--- config.mk ---
export PLATFORM = sky130hd
export DESIGN_NAME = token_lexer_unit_flat
export DESIGN_NICKNAME = d
export VERILOG_FILES = /design/src/tlex_pkg.sv /design/src/tlex_in_if.sv /design/src/tlex_out_if.sv /design/src/tlex_core.sv /design/src/token_lexer_unit.sv /design/src/flat_wrapper.sv
export SDC_FILE = /design/constraint.sdc
export NUM_CORES = 1
export LEC_CHECK = 0
export ABC_AREA = 1
export BUFFER_PORTS_ARGS = -buffer_cell sky130_fd_sc_hd__buf_2
export CAP_MARGIN = 20
export CORE_ASPECT_RATIO = 1.4
export CORE_UTILIZATION = 52
export CTS_BUF_LIST = sky130_fd_sc_hd__clkbuf_2
export DETAILED_ROUTE_END_ITERATION = 7
export GPL_ROUTABILITY_DRIVEN = 0
export GPL_TIMING_DRIVEN = 0
export PLACE_DENSITY = 0.69
export SETUP_SLACK_MARGIN = 0.2
export SLEW_MARGIN = 20
export SYNTH_ARGS = -nofsm -noshare
export SYNTH_HDL_FRONTEND = slang
export SYNTH_SLANG_ARGS = --single-unit
--- constraint.sdc ---
create_clock -name i_clk -period 15.4 [get_ports i_clk]
set_input_delay 3.08 -clock i_clk [delete_from_list [all_inputs] [get_ports i_clk]]
set_output_delay 3.08 -clock i_clk [all_outputs]
set_load 0.01 [all_outputs]
--- src/tlex_pkg.sv ---
// ----------------------------------------------------------------------------
// Token lexer package
// Shared types, token kind codes, keyword table and helper functions.
// ----------------------------------------------------------------------------
package tlex_pkg;

    localparam int unsigned DEF_MAX_TOKEN_LEN  = 64;
    localparam int unsigned DEF_POSITION_WIDTH = 16;

    localparam int unsigned OUT_POS_W = 16;
    localparam int unsigned OUT_LEN_W = 7;

    localparam logic [3:0] KIND_TEXT      = 4'd0;
    localparam logic [3:0] KIND_EOF       = 4'd1;
    localparam logic [3:0] KIND_DASH      = 4'd2;
    localparam logic [3:0] KIND_SEMI      = 4'd3;
    localparam logic [3:0] KIND_COMMA     = 4'd4;
    localparam logic [3:0] KIND_EQUAL     = 4'd5;
    localparam logic [3:0] KIND_LPAREN    = 4'd6;
    localparam logic [3:0] KIND_RPAREN    = 4'd7;
    localparam logic [3:0] KIND_ANGLE     = 4'd8;
    localparam logic [3:0] KIND_NUMBER    = 4'd9;
    localparam logic [3:0] KIND_IDENT     = 4'd10;
    localparam logic [3:0] KIND_INVAR     = 4'd11;
    localparam logic [3:0] KIND_VTX       = 4'd12;
    localparam logic [3:0] KIND_OPTYPE    = 4'd13;
    localparam logic [3:0] KIND_WRITE     = 4'd14;
    localparam logic [3:0] KIND_ERROR     = 4'd15;

    localparam logic ERR_ILLEGAL_CHAR   = 1'b0;
    localparam logic ERR_ILLEGAL_NUMBER = 1'b1;

    localparam logic [7:0] CH_NUL   = 8'h00;
    localparam logic [7:0] CH_BS    = 8'h08;
    localparam logic [7:0] CH_TAB   = 8'h09;
    localparam logic [7:0] CH_NL    = 8'h0A;
    localparam logic [7:0] CH_FF    = 8'h0C;
    localparam logic [7:0] CH_CR    = 8'h0D;
    localparam logic [7:0] CH_SPACE = 8'h20;
    localparam logic [7:0] CH_SLASH = 8'h2F;
    localparam logic [7:0] CH_DOT   = 8'h2E;

    localparam int unsigned KW_COUNT = 7;
    localparam logic [71:0] KW_TEXT [KW_COUNT] = '{
        {"input", "_var"}, {"ver", "tex"}, "DIVIDE", "PLUS", "TIMES", "MINUS", "write"
    };
    localparam int unsigned KW_LEN [KW_COUNT] = '{9, 6, 6, 4, 5, 5, 5};

    typedef struct packed {
        logic [3:0]           kind;
        logic [7:0]           byte_value;
        logic [1:0]           operator_code;
        logic                 error_code;
        logic [OUT_POS_W-1:0] line_number;
        logic [OUT_POS_W-1:0] column_number;
        logic [OUT_LEN_W-1:0] token_length;
    } t_result;

    // All results that one source byte causes, in delivery order.
    typedef struct packed {
        logic [1:0]      count;
        t_result [2:0]   res;
    } t_group;

    function automatic logic [7:0] kw_char(input int unsigned k, input logic [3:0] idx);
        logic [71:0] t;
        int unsigned l;
        t = KW_TEXT[k];
        l = KW_LEN[k];
        kw_char = CH_NUL;
        if (idx < l) begin
            kw_char = t[8*(l-1-idx) +: 8];
        end
    endfunction

    function automatic logic [3:0] kw_kind(input int unsigned k);
        if (k == 0) begin
            kw_kind = KIND_INVAR;
        end else if (k == 1) begin
            kw_kind = KIND_VTX;
        end else if (k == KW_COUNT - 1) begin
            kw_kind = KIND_WRITE;
        end else begin
            kw_kind = KIND_OPTYPE;
        end
    endfunction

    function automatic logic [1:0] kw_op(input int unsigned k);
        kw_op = 2'd0;
        if (k >= 2 && k < KW_COUNT - 1) begin
            kw_op = 2'(k - 2);
        end
    endfunction

    function automatic logic is_digit(input logic [7:0] b);
        is_digit = (b >= "0") && (b <= "9");
    endfunction

    function automatic logic is_ident_char(input logic [7:0] b);
        is_ident_char = ((b >= "a") && (b <= "z")) || ((b >= "A") && (b <= "Z"))
                     || (b == "_") || is_digit(b);
    endfunction

    function automatic t_result mk_result(
        input logic [3:0]           kind,
        input logic [7:0]           bv,
        input logic [1:0]           op,
        input logic                 ec,
        input logic [OUT_POS_W-1:0] line,
        input logic [OUT_POS_W-1:0] col,
        input logic [OUT_LEN_W-1:0] len
    );
        t_result r;
        r.kind          = kind;
        r.byte_value    = bv;
        r.operator_code = op;
        r.error_code    = ec;
        r.line_number   = line;
        r.column_number = col;
        r.token_length  = len;
        mk_result = r;
    endfunction

endpackage

--- src/tlex_in_if.sv ---
// ----------------------------------------------------------------------------
// Token lexer input channel
// Valid/ready channel that carries one source byte per transfer.
// ----------------------------------------------------------------------------
interface tlex_in_if;
    logic       valid;
    logic       ready;
    logic [7:0] char_in;

    modport source (output valid, output char_in, input ready);
    modport sink   (input valid, input char_in, output ready);
endinterface

--- src/tlex_out_if.sv ---
// ----------------------------------------------------------------------------
// Token lexer output channel
// Valid/ready channel that carries one token result per transfer.
// ----------------------------------------------------------------------------
interface tlex_out_if;
    logic                            valid;
    logic                            ready;
    logic [3:0]                      kind;
    logic [7:0]                      byte_value;
    logic [1:0]                      operator_code;
    logic                            error_code;
    logic [tlex_pkg::OUT_POS_W-1:0]  line_number;
    logic [tlex_pkg::OUT_POS_W-1:0]  column_number;
    logic [tlex_pkg::OUT_LEN_W-1:0]  token_length;
    logic                            last_of_run;

    modport source (
        output valid, output kind, output byte_value, output operator_code,
        output error_code, output line_number, output column_number,
        output token_length, output last_of_run, input ready
    );
    modport sink (
        input valid, input kind, input byte_value, input operator_code,
        input error_code, input line_number, input column_number,
        input token_length, input last_of_run, output ready
    );
endinterface

--- src/tlex_core.sv ---
// ----------------------------------------------------------------------------
// Token lexer core
// Holds the scanner state and computes, for the byte being taken, the next
// state and the group of results that the byte causes.
// ----------------------------------------------------------------------------
module tlex_core #(
    parameter int unsigned MAX_TOKEN_LEN  = tlex_pkg::DEF_MAX_TOKEN_LEN,
    parameter int unsigned POSITION_WIDTH = tlex_pkg::DEF_POSITION_WIDTH
) (
    input  logic              i_clk,
    input  logic              i_rst_n,
    input  logic              i_take,
    input  logic [7:0]        i_char,
    output tlex_pkg::t_group  o_group
);

    localparam int unsigned LW = $clog2(MAX_TOKEN_LEN + 1);
    localparam int unsigned PW = POSITION_WIDTH;

    localparam logic [2:0] M_IDLE    = 3'd0;
    localparam logic [2:0] M_NUMBER  = 3'd1;
    localparam logic [2:0] M_IDENT   = 3'd2;
    localparam logic [2:0] M_SLASH   = 3'd3;
    localparam logic [2:0] M_COMMENT = 3'd4;
    localparam logic [2:0] M_HALTED  = 3'd5;

    localparam logic [PW-1:0] POS_MAX = '1;
    localparam logic [LW-1:0] LEN_MAX = LW'(MAX_TOKEN_LEN);

    logic [2:0]                         r_mode, n_mode;
    logic [PW-1:0]                      r_line, n_line;
    logic [PW-1:0]                      r_col, n_col;
    logic [PW-1:0]                      r_tsc, n_tsc;
    logic [LW-1:0]                      r_len, n_len;
    logic                               r_dot, n_dot;
    logic [tlex_pkg::KW_COUNT-1:0]      r_kw, n_kw;

    logic [tlex_pkg::KW_COUNT-1:0]      kw_hit;
    logic [tlex_pkg::KW_COUNT-1:0]      kw_hit0;
    logic [3:0]                         close_kind;
    logic [1:0]                         close_op;
    logic [PW-1:0]                      col_sat;
    logic [PW-1:0]                      line_sat;
    logic [LW-1:0]                      len_sat;
    logic [3:0]                         punct_kind;
    logic                               do_idle;
    logic                               blank;
    tlex_pkg::t_group                   grp;

    assign col_sat  = (r_col == POS_MAX) ? r_col : r_col + PW'(1);
    assign line_sat = (r_line == POS_MAX) ? r_line : r_line + PW'(1);
    assign len_sat  = (r_len == LEN_MAX) ? r_len : r_len + LW'(1);
    assign blank    = (i_char == tlex_pkg::CH_SPACE) || (i_char == tlex_pkg::CH_TAB)
                   || (i_char == tlex_pkg::CH_FF) || (i_char == tlex_pkg::CH_BS)
                   || (i_char == tlex_pkg::CH_CR);

    always_comb begin
        for (int unsigned k = 0; k < tlex_pkg::KW_COUNT; k++) begin
            kw_hit[k]  = (r_len < LW'(tlex_pkg::KW_LEN[k]))
                      && (tlex_pkg::kw_char(k, r_len[3:0]) == i_char);
            kw_hit0[k] = (tlex_pkg::kw_char(k, 4'd0) == i_char);
        end
    end

    always_comb begin
        close_kind = tlex_pkg::KIND_IDENT;
        close_op   = 2'd0;
        for (int k = tlex_pkg::KW_COUNT - 1; k >= 0; k--) begin
            if (r_kw[k] && (r_len == LW'(tlex_pkg::KW_LEN[k]))) begin
                close_kind = tlex_pkg::kw_kind(k);
                close_op   = tlex_pkg::kw_op(k);
            end
        end
        if (r_mode == M_NUMBER) begin
            close_kind = tlex_pkg::KIND_NUMBER;
            close_op   = 2'd0;
        end
    end

    always_comb begin
        unique case (i_char)
            "-":     punct_kind = tlex_pkg::KIND_DASH;
            ";":     punct_kind = tlex_pkg::KIND_SEMI;
            ",":     punct_kind = tlex_pkg::KIND_COMMA;
            "=":     punct_kind = tlex_pkg::KIND_EQUAL;
            "(":     punct_kind = tlex_pkg::KIND_LPAREN;
            ")":     punct_kind = tlex_pkg::KIND_RPAREN;
            ">":     punct_kind = tlex_pkg::KIND_ANGLE;
            default: punct_kind = tlex_pkg::KIND_TEXT;
        endcase
    end

    always_comb begin
        n_mode  = r_mode;
        n_line  = r_line;
        n_col   = r_col;
        n_tsc   = r_tsc;
        n_len   = r_len;
        n_dot   = r_dot;
        n_kw    = r_kw;
        grp     = '0;
        do_idle = 1'b0;

        unique case (r_mode)
            M_HALTED: begin
            end
            M_NUMBER, M_IDENT: begin
                if ((r_mode == M_NUMBER) ? (tlex_pkg::is_digit(i_char)
                                            || (i_char == tlex_pkg::CH_DOT))
                                         : tlex_pkg::is_ident_char(i_char)) begin
                    n_col = col_sat;
                    if ((r_mode == M_NUMBER) && (i_char == tlex_pkg::CH_DOT) && r_dot) begin
                        grp.res[0] = tlex_pkg::mk_result(tlex_pkg::KIND_ERROR, i_char, 2'd0,
                            tlex_pkg::ERR_ILLEGAL_NUMBER, tlex_pkg::OUT_POS_W'(r_line),
                            tlex_pkg::OUT_POS_W'(col_sat), '0);
                        grp.count  = 2'd1;
                        n_mode     = M_HALTED;
                    end else begin
                        if (r_mode == M_NUMBER) begin
                            n_dot = r_dot || (i_char == tlex_pkg::CH_DOT);
                        end else begin
                            n_kw = r_kw & kw_hit;
                        end
                        n_len      = len_sat;
                        grp.res[0] = tlex_pkg::mk_result(tlex_pkg::KIND_TEXT, i_char, 2'd0,
                            tlex_pkg::ERR_ILLEGAL_CHAR, tlex_pkg::OUT_POS_W'(r_line),
                            tlex_pkg::OUT_POS_W'(col_sat), '0);
                        grp.count  = 2'd1;
                    end
                end else begin
                    grp.res[0] = tlex_pkg::mk_result(close_kind, 8'd0, close_op,
                        tlex_pkg::ERR_ILLEGAL_CHAR, tlex_pkg::OUT_POS_W'(r_line),
                        tlex_pkg::OUT_POS_W'(r_tsc), tlex_pkg::OUT_LEN_W'(r_len));
                    grp.count  = 2'd1;
                    do_idle    = 1'b1;
                end
            end
            M_SLASH: begin
                if (i_char == tlex_pkg::CH_SLASH) begin
                    n_col  = col_sat;
                    n_mode = M_COMMENT;
                end else begin
                    grp.res[0] = tlex_pkg::mk_result(tlex_pkg::KIND_ERROR, tlex_pkg::CH_SLASH,
                        2'd0, tlex_pkg::ERR_ILLEGAL_CHAR, tlex_pkg::OUT_POS_W'(r_line),
                        tlex_pkg::OUT_POS_W'(r_tsc), '0);
                    grp.count  = 2'd1;
                    do_idle    = 1'b1;
                end
            end
            M_COMMENT: begin
                if ((i_char == tlex_pkg::CH_NL) || (i_char == tlex_pkg::CH_NUL)) begin
                    do_idle = 1'b1;
                end else begin
                    n_col = col_sat;
                end
            end
            default: begin
                do_idle = 1'b1;
            end
        endcase

        if (do_idle) begin
            n_mode = M_IDLE;
            if (blank) begin
                n_col = col_sat;
            end else if (i_char == tlex_pkg::CH_NL) begin
                n_col  = '0;
                n_line = line_sat;
            end else begin
                n_col = col_sat;
                if (i_char == tlex_pkg::CH_NUL) begin
                    grp.res[grp.count] = tlex_pkg::mk_result(tlex_pkg::KIND_EOF, 8'd0, 2'd0,
                        tlex_pkg::ERR_ILLEGAL_CHAR, tlex_pkg::OUT_POS_W'(r_line),
                        tlex_pkg::OUT_POS_W'(col_sat), '0);
                    grp.res[grp.count + 2'd1] = grp.res[grp.count];
                    grp.count = grp.count + 2'd2;
                    n_mode    = M_HALTED;
                end else if (i_char == tlex_pkg::CH_SLASH) begin
                    n_tsc  = col_sat;
                    n_mode = M_SLASH;
                end else if (punct_kind != tlex_pkg::KIND_TEXT) begin
                    grp.res[grp.count] = tlex_pkg::mk_result(punct_kind, i_char, 2'd0,
                        tlex_pkg::ERR_ILLEGAL_CHAR, tlex_pkg::OUT_POS_W'(r_line),
                        tlex_pkg::OUT_POS_W'(col_sat), '0);
                    grp.count = grp.count + 2'd1;
                end else if (tlex_pkg::is_ident_char(i_char)
                             || (i_char == tlex_pkg::CH_DOT)) begin
                    if (tlex_pkg::is_digit(i_char) || (i_char == tlex_pkg::CH_DOT)) begin
                        n_mode = M_NUMBER;
                        n_dot  = (i_char == tlex_pkg::CH_DOT);
                    end else begin
                        n_mode = M_IDENT;
                        n_kw   = kw_hit0;
                    end
                    n_tsc = col_sat;
                    n_len = LW'(1);
                    grp.res[grp.count] = tlex_pkg::mk_result(tlex_pkg::KIND_TEXT, i_char, 2'd0,
                        tlex_pkg::ERR_ILLEGAL_CHAR, tlex_pkg::OUT_POS_W'(r_line),
                        tlex_pkg::OUT_POS_W'(col_sat), '0);
                    grp.count = grp.count + 2'd1;
                end else begin
                    grp.res[grp.count] = tlex_pkg::mk_result(tlex_pkg::KIND_ERROR, i_char, 2'd0,
                        tlex_pkg::ERR_ILLEGAL_CHAR, tlex_pkg::OUT_POS_W'(r_line),
                        tlex_pkg::OUT_POS_W'(col_sat), '0);
                    grp.count = grp.count + 2'd1;
                end
            end
        end
    end

    assign o_group = grp;

    always_ff @(posedge i_clk) begin
        if (!i_rst_n) begin
            r_mode <= M_IDLE;
            r_line <= PW'(1);
            r_col  <= '0;
            r_tsc  <= '0;
            r_len  <= '0;
            r_dot  <= 1'b0;
            r_kw   <= '1;
        end else if (i_take) begin
            r_mode <= n_mode;
            r_line <= n_line;
            r_col  <= n_col;
            r_tsc  <= n_tsc;
            r_len  <= n_len;
            r_dot  <= n_dot;
            r_kw   <= n_kw;
        end
    end

    a_halt_sticks: assert property (@(posedge i_clk) disable iff (!i_rst_n)
        (r_mode == M_HALTED) |=> (r_mode == M_HALTED))
        else $error("Lexer left the halted state without a reset.");

    a_halt_silent: assert property (@(posedge i_clk) disable iff (!i_rst_n)
        (r_mode == M_HALTED) |-> (o_group.count == 2'd0))
        else $error("Halted lexer produced a result.");

    a_line_nonzero: assert property (@(posedge i_clk) disable iff (!i_rst_n)
        r_line != '0)
        else $error("Line counter reached zero.");

    a_len_bound: assert property (@(posedge i_clk) disable iff (!i_rst_n)
        r_len <= LEN_MAX)
        else $error("Token length exceeded its saturation limit.");

endmodule

--- src/token_lexer_unit.sv ---
// ----------------------------------------------------------------------------
// Token lexer unit
// Streaming lexer: one source byte in per transfer, token results out.
// ----------------------------------------------------------------------------
// A source byte is taken in every cycle in which one is offered and the result
// queue has room; the lexer state updates in the same cycle and the results of
// that byte are stored as one group in a two-group queue, whose registers hold
// them until the output reaches them. The output side delivers one result per
// cycle while the token channel is ready; a byte that causes two or three
// results (a lone slash or a closed token followed by another result, or end of
// input, which gives three when it also closes a token or follows a lone slash)
// takes one output transfer per result, which the queue absorbs before input is held.
module token_lexer_unit #(
    parameter int unsigned MAX_TOKEN_LEN  = tlex_pkg::DEF_MAX_TOKEN_LEN,
    parameter int unsigned POSITION_WIDTH = tlex_pkg::DEF_POSITION_WIDTH
) (
    input  logic       i_clk,
    input  logic       i_rst_n,
    tlex_in_if.sink    i_char,
    tlex_out_if.source o_tok
);

    tlex_pkg::t_group   grp;
    tlex_pkg::t_group   r_grp [2];
    tlex_pkg::t_group   head;
    tlex_pkg::t_result  cur;
    logic               r_wr_ptr;
    logic               r_rd_ptr;
    logic [1:0]         r_fill, n_fill;
    logic [1:0]         r_sub;
    logic               take;
    logic               push;
    logic               fire;
    logic               pop;
    logic               last;

    assign i_char.ready = (r_fill != 2'd2);
    assign take         = i_char.valid && i_char.ready;

    tlex_core #(
        .MAX_TOKEN_LEN  (MAX_TOKEN_LEN),
        .POSITION_WIDTH (POSITION_WIDTH)
    ) u_core (
        .i_clk   (i_clk),
        .i_rst_n (i_rst_n),
        .i_take  (take),
        .i_char  (i_char.char_in),
        .o_group (grp)
    );

    assign push   = take && (grp.count != 2'd0);
    assign head   = r_grp[r_rd_ptr];
    assign cur    = head.res[r_sub];
    assign last   = (r_sub == head.count - 2'd1);
    assign fire   = o_tok.valid && o_tok.ready;
    assign pop    = fire && last;
    assign n_fill = r_fill + {1'b0, push} - {1'b0, pop};

    assign o_tok.valid         = (r_fill != 2'd0);
    assign o_tok.kind          = cur.kind;
    assign o_tok.byte_value    = cur.byte_value;
    assign o_tok.operator_code = cur.operator_code;
    assign o_tok.error_code    = cur.error_code;
    assign o_tok.line_number   = cur.line_number;
    assign o_tok.column_number = cur.column_number;
    assign o_tok.token_length  = cur.token_length;
    assign o_tok.last_of_run   = last;

    always_ff @(posedge i_clk) begin
        if (push) begin
            r_grp[r_wr_ptr] <= grp;
        end
    end

    always_ff @(posedge i_clk) begin
        if (!i_rst_n) begin
            r_wr_ptr <= 1'b0;
            r_rd_ptr <= 1'b0;
            r_fill   <= 2'd0;
            r_sub    <= 2'd0;
        end else begin
            r_fill <= n_fill;
            if (push) begin
                r_wr_ptr <= ~r_wr_ptr;
            end
            if (pop) begin
                r_rd_ptr <= ~r_rd_ptr;
                r_sub    <= 2'd0;
            end else if (fire) begin
                r_sub <= r_sub + 2'd1;
            end
        end
    end

    a_fill_bound: assert property (@(posedge i_clk) disable iff (!i_rst_n)
        r_fill <= 2'd2)
        else $error("Result queue overfilled.");

    a_head_nonempty: assert property (@(posedge i_clk) disable iff (!i_rst_n)
        o_tok.valid |-> ((head.count != 2'd0) && (r_sub < head.count)))
        else $error("Output points past the results of the head group.");

    a_ptr_fill: assert property (@(posedge i_clk) disable iff (!i_rst_n)
        (r_fill == 2'd0 || r_fill == 2'd2) |-> (r_wr_ptr == r_rd_ptr))
        else $error("Queue pointers disagree with the fill count.");

endmodule

--- src/flat_wrapper.sv ---
// flat-port wrapper written by rule: the top's interface ports become plain ports
module token_lexer_unit_flat 
#(
    parameter int unsigned MAX_TOKEN_LEN  = tlex_pkg::DEF_MAX_TOKEN_LEN,
    parameter int unsigned POSITION_WIDTH = tlex_pkg::DEF_POSITION_WIDTH
)
  (i_clk, i_rst_n, i_char_valid, i_char_char_in, i_char_ready, o_tok_valid, o_tok_kind, o_tok_byte_value, o_tok_operator_code, o_tok_error_code, o_tok_line_number, o_tok_column_number, o_tok_token_length, o_tok_last_of_run, o_tok_ready);
  tlex_in_if i_char_i ();
  tlex_out_if o_tok_i ();
  input  logic i_clk;
  input  logic i_rst_n;
  input wire logic [$bits(i_char_i.valid)-1:0] i_char_valid;
  input wire logic [$bits(i_char_i.char_in)-1:0] i_char_char_in;
  output wire logic [$bits(i_char_i.ready)-1:0] i_char_ready;
  output wire logic [$bits(o_tok_i.valid)-1:0] o_tok_valid;
  output wire logic [$bits(o_tok_i.kind)-1:0] o_tok_kind;
  output wire logic [$bits(o_tok_i.byte_value)-1:0] o_tok_byte_value;
  output wire logic [$bits(o_tok_i.operator_code)-1:0] o_tok_operator_code;
  output wire logic [$bits(o_tok_i.error_code)-1:0] o_tok_error_code;
  output wire logic [$bits(o_tok_i.line_number)-1:0] o_tok_line_number;
  output wire logic [$bits(o_tok_i.column_number)-1:0] o_tok_column_number;
  output wire logic [$bits(o_tok_i.token_length)-1:0] o_tok_token_length;
  output wire logic [$bits(o_tok_i.last_of_run)-1:0] o_tok_last_of_run;
  input wire logic [$bits(o_tok_i.ready)-1:0] o_tok_ready;
  assign i_char_i.valid = i_char_valid;
  assign i_char_i.char_in = i_char_char_in;
  assign i_char_ready = i_char_i.ready;
  assign o_tok_valid = o_tok_i.valid;
  assign o_tok_kind = o_tok_i.kind;
  assign o_tok_byte_value = o_tok_i.byte_value;
  assign o_tok_operator_code = o_tok_i.operator_code;
  assign o_tok_error_code = o_tok_i.error_code;
  assign o_tok_line_number = o_tok_i.line_number;
  assign o_tok_column_number = o_tok_i.column_number;
  assign o_tok_token_length = o_tok_i.token_length;
  assign o_tok_last_of_run = o_tok_i.last_of_run;
  assign o_tok_i.ready = o_tok_ready;
  token_lexer_unit #(.MAX_TOKEN_LEN(MAX_TOKEN_LEN), .POSITION_WIDTH(POSITION_WIDTH)) u_core (.i_clk(i_clk), .i_rst_n(i_rst_n), .i_char(i_char_i), .o_tok(o_tok_i));
endmodule
==> key figures <==
Critical path
  – Slowest cell delay on critical path: 0.52 ns
  – Cell type group with the largest total delay on the critical path: buffers and inverters
  – Setup CP Type: reg -> out
  – Worst path slowest cell: clkbuf_1
  – Crit-path cells: buf_2, buf_1, clkbuf_1, nor2_1, o32ai_1, nand2_1, o21ai_0, buf_2
  – Worst Path Buf+Inv: 4
  – Critical Path AT: 3.75 ns
  – WP data required: 12.32 ns
  – Critical path depth in cells: 8
  – Crit path max fanout: 10
  – Most used cell, CP: buf_2
  – Setup crit end kind: output pin
  – Worst Reg2Reg Path Length in Cells: 21
  – Startpoint types: flop

Power and ir drop
  – Clock power share: 18.3%
  – Sw power: 0.00158 W
  – Internal power: about 0.0024 W
  – Pwr/cell area: 179 nW/um2
  – Comb power frac: 39.2%
  – Leakage: 9.33 nW
  – Sw Ratio: about two fifths
  – Tot Pwr: around 0.004 W
  – Maximum VDD drop: 0.0000976 V
  – Register share of total power: 42.5%

Global routing
  – Vias in the first global route: 16,400
  – Global-route met2 utilization: 52.3%
  – Global-route usage over all layers: 28.3%
  – Pin count of the biggest net entering global routing: 90
  – GR Overflow Total: 0
  – Antenna violations before repair: 2
  – Global-route wire length before repair: 85.5 mm
  – Met1 Track Usage GR: 31.7%
  – GRT met3 Usage: 4.71%
  – Global route hottest layer: met2

Cells and area
  – Final instance area: about 22,000 um2
  – Post-layout nets: 2,501
  – Multi-input gate area: 7600 um2
  – P&R area growth vs syn: 11.7%
  – Fillers: 3,317
  – Commonest non-fill, non-tap cell in the layout: nor2_1
  – Core Util, Final: between 50% and 60%
  – Commonest non-fill, non-tap cells in the layout: nor2_1, nand2_1, edfxtp_1
  – Share of cells above drive strength 1: 13.0%
  – Register Area: 11,300 um2

Clocking
  – CTS H-tree lvls: 3
  – Clock Sinks: 401
  – Post-CTS Setup Inserts: 0
  – Total CTS buffers: 92
  – Post_cts resized: 0
  – Root buffer cell: clkbuf_2
  – CTS tree: built
  – Clock-pin slew on the worst setup and hold paths: 0.10 ns
  – Cts-stage hold buffer count: 0
  – Clock latency on the worst-skew pair: 1.02 ns
  – Max clock buf depth: 3

Routing
  – Initial DRC Count: 1,376
  – Final wirelength: 54.7 mm
  – Final ANT Viol Nets: 0
  – Vias: 16,800
  – Detailed Routing Iterations Pass 1: 7
  – Post-DR wirelength/cell: between 15 and 20 um
  – DRC: 0
  – Routed vias/inst: 5.57

Synth
  – FF+latch count, synth: 401
  – Post-synthesis sequential area ratio: 56.5%
  – Top_reg_cell synth: edfxtp_1
  – YS warnings: 0
  – Post-synth EDFFs: roughly 330
  – Synthesized instance count: 2,240
  – Ys async rst share: 0%
  – Yosys cell types: 50
  – Post-Syn Area: about 20,000 um2
  – Syn avg cell area: 8.93 um2

Die
  – Ports: between 60 and 70
  – Die area: 39,300 um2
  – DIE HEIGHT: 234 um
  – Die W: ~170 um
  – Rows: 84
  – Initial Utilization: 53.0%
  – Area of the core: ~38,000 um2

STA
  – Worst-Margin Slew: 0.774 ns
  – Slew HR: 48.4%
  – Hold_ws: roughly 0.48 ns
  – Max Freq: 146 MHz
  – Fin crit share: ~44%
  – Final Setup Violations: 0
  – Minimum clock period: roughly 6.8 ns
  – Count of final hold-check violations: 0
  – Max Slew Vio Count: 0
  – RSZ-0062 raised after global routing: false
  – Clock skew: 0.0826 ns
  – Setup TNS: 0 ns

Run
  – Max_cap viols: 0

Hold path
  – Hold Path Class: reg -> reg
  – Hold path depth: 1

Status
  – Run status: finished, final reports clean

Placement
  – Area after DPL: 21,400 um2
  – Port buffer count: between 60 and 70
  – Hpwl dp: between 30 and 40 mm
[per-stage QoR]
| stage | instances | setup WS (ns) |
|---|---|---|
| floorplan | 2301 | 3.00 |
| global placement | 2840 | -1.45 |
| detailed placement | 2849 | 8.16 |
| CTS | 3015 | 8.44 |
| global route | 3017 | 8.19 |
| finish | 3017 | 8.57 |
[sequential cells by signal, indices dropped and copies added, names as in the netlist, named ones only]
register              count
u_core.u_core.r_kw        7
u_core.u_core.r_line     16
u_core.r_wr_ptr           1
u_core.u_core.r_mode      3
u_core.u_core.r_col      16
u_core.r_fill             2
u_core.u_core.r_dot       1
u_core.r_sub              2
u_core.u_core.r_tsc      16
u_core.u_core.r_len       7
u_core.r_rd_ptr           1
u_core.r_grp            328
[cell type report]
cell class,instances,area share (%)
multi-input cells,1580,34.0
inverters,215,3.69
diodes,2,0.0224
clock inverters,32,1.16
well taps,473,2.65
clock buffers,134,3.00
flip-flops and latches,401,50.6
plain buffers,105,2.31
repair buffers,75,2.52
[path summary, 6_finish.rpt]
| check | startpoint | endpoint | slack, ns |
|---|---|---|---|
| setup / recovery | flop | o_tok_column_number[1] | 8.57 |
| hold / removal | u_core.r_fill[1] | u_core.r_fill[1] | 0.48 |
| setup reg to reg | u_core.u_core.r_mode[2] | u_core.r_grp[0][41] | 11.41 |
| hold reg to reg | u_core.r_fill[1] | u_core.r_fill[1] | 0.48 |
[cells by family (layout without fill, tap and decap cells)]
group           count (synthesis)  in the layout  share of synthesized area (%)
compound gates                403            403                           11.8
xor+xnor                       36             36                           1.58
fa+ha+maj                      19             19                           1.19
buf+inv                       320            561                           6.66
flops                         401            401                           56.5
mux                             1              1                         0.0500
other cells                     1             64                         0.0187
simple gates                 1059           1059                           22.1
[Yosys cell counts (4+ instances only)]
master | n | share of area [%]
o21bai_1 | 9 | 0.34
edfxtp_1 | 328 | 49
a21oi_1 | 76 | 1.9
ha_1 | 19 | 1.2
xor2_1 | 36 | 1.6
dfxtp_1 | 73 | 7.3
nor3_1 | 28 | 0.70
inv_2 | 19 | 0.36
buf_1 | 8 | 0.15
nand4_1 | 28 | 0.88
buf_2 | 14 | 0.35
nand3_1 | 92 | 2.3
nor2_4 | 7 | 0.39
inv_1 | 188 | 3.5
nor4_1 | 8 | 0.25
o32ai_1 | 55 | 2.4
o21ai_0 | 229 | 5.7
nor2_2 | 15 | 0.47
nand2_1 | 410 | 7.7
nand2_2 | 6 | 0.19
buf_6 | 11 | 0.62
a211oi_1 | 4 | 0.15
clkinv_1 | 5 | 0.094
o22ai_1 | 8 | 0.25
nand3_2 | 4 | 0.20
o21ai_2 | 10 | 0.44
clkbuf_1 | 66 | 1.2
buf_4 | 6 | 0.23
nor2_1 | 448 | 8.4
[power groups by stage]
| stage | clock network (W) | logic (W) | registers (W) |
|---|---|---|---|
| finish | 0.000731 | 0.00157 | 0.00170 |
| global route | 0.000800 | 0.00172 | 0.00173 |
| CTS | 0.000743 | 0.00156 | 0.00170 |
| detailed placement | 0 | 0.00155 | 0.00172 |
| global placement | 0 | 0.00143 | 0.00185 |
| floorplan | 0 | 0.000949 | 0.00178 |
[per-layer routing]
| layer | vias to the layer above | part of all wire, % |
|---|---|---|
| li1 | 8037 | - |
| met1 | 7977 | 38 |
| met2 | 662 | 52 |
| met3 | 126 | 6.0 |
| met4 | 0 | 3.6 |
| met5 | - | 0 |
Note: power is estimated with default switching activity, not from simulation.
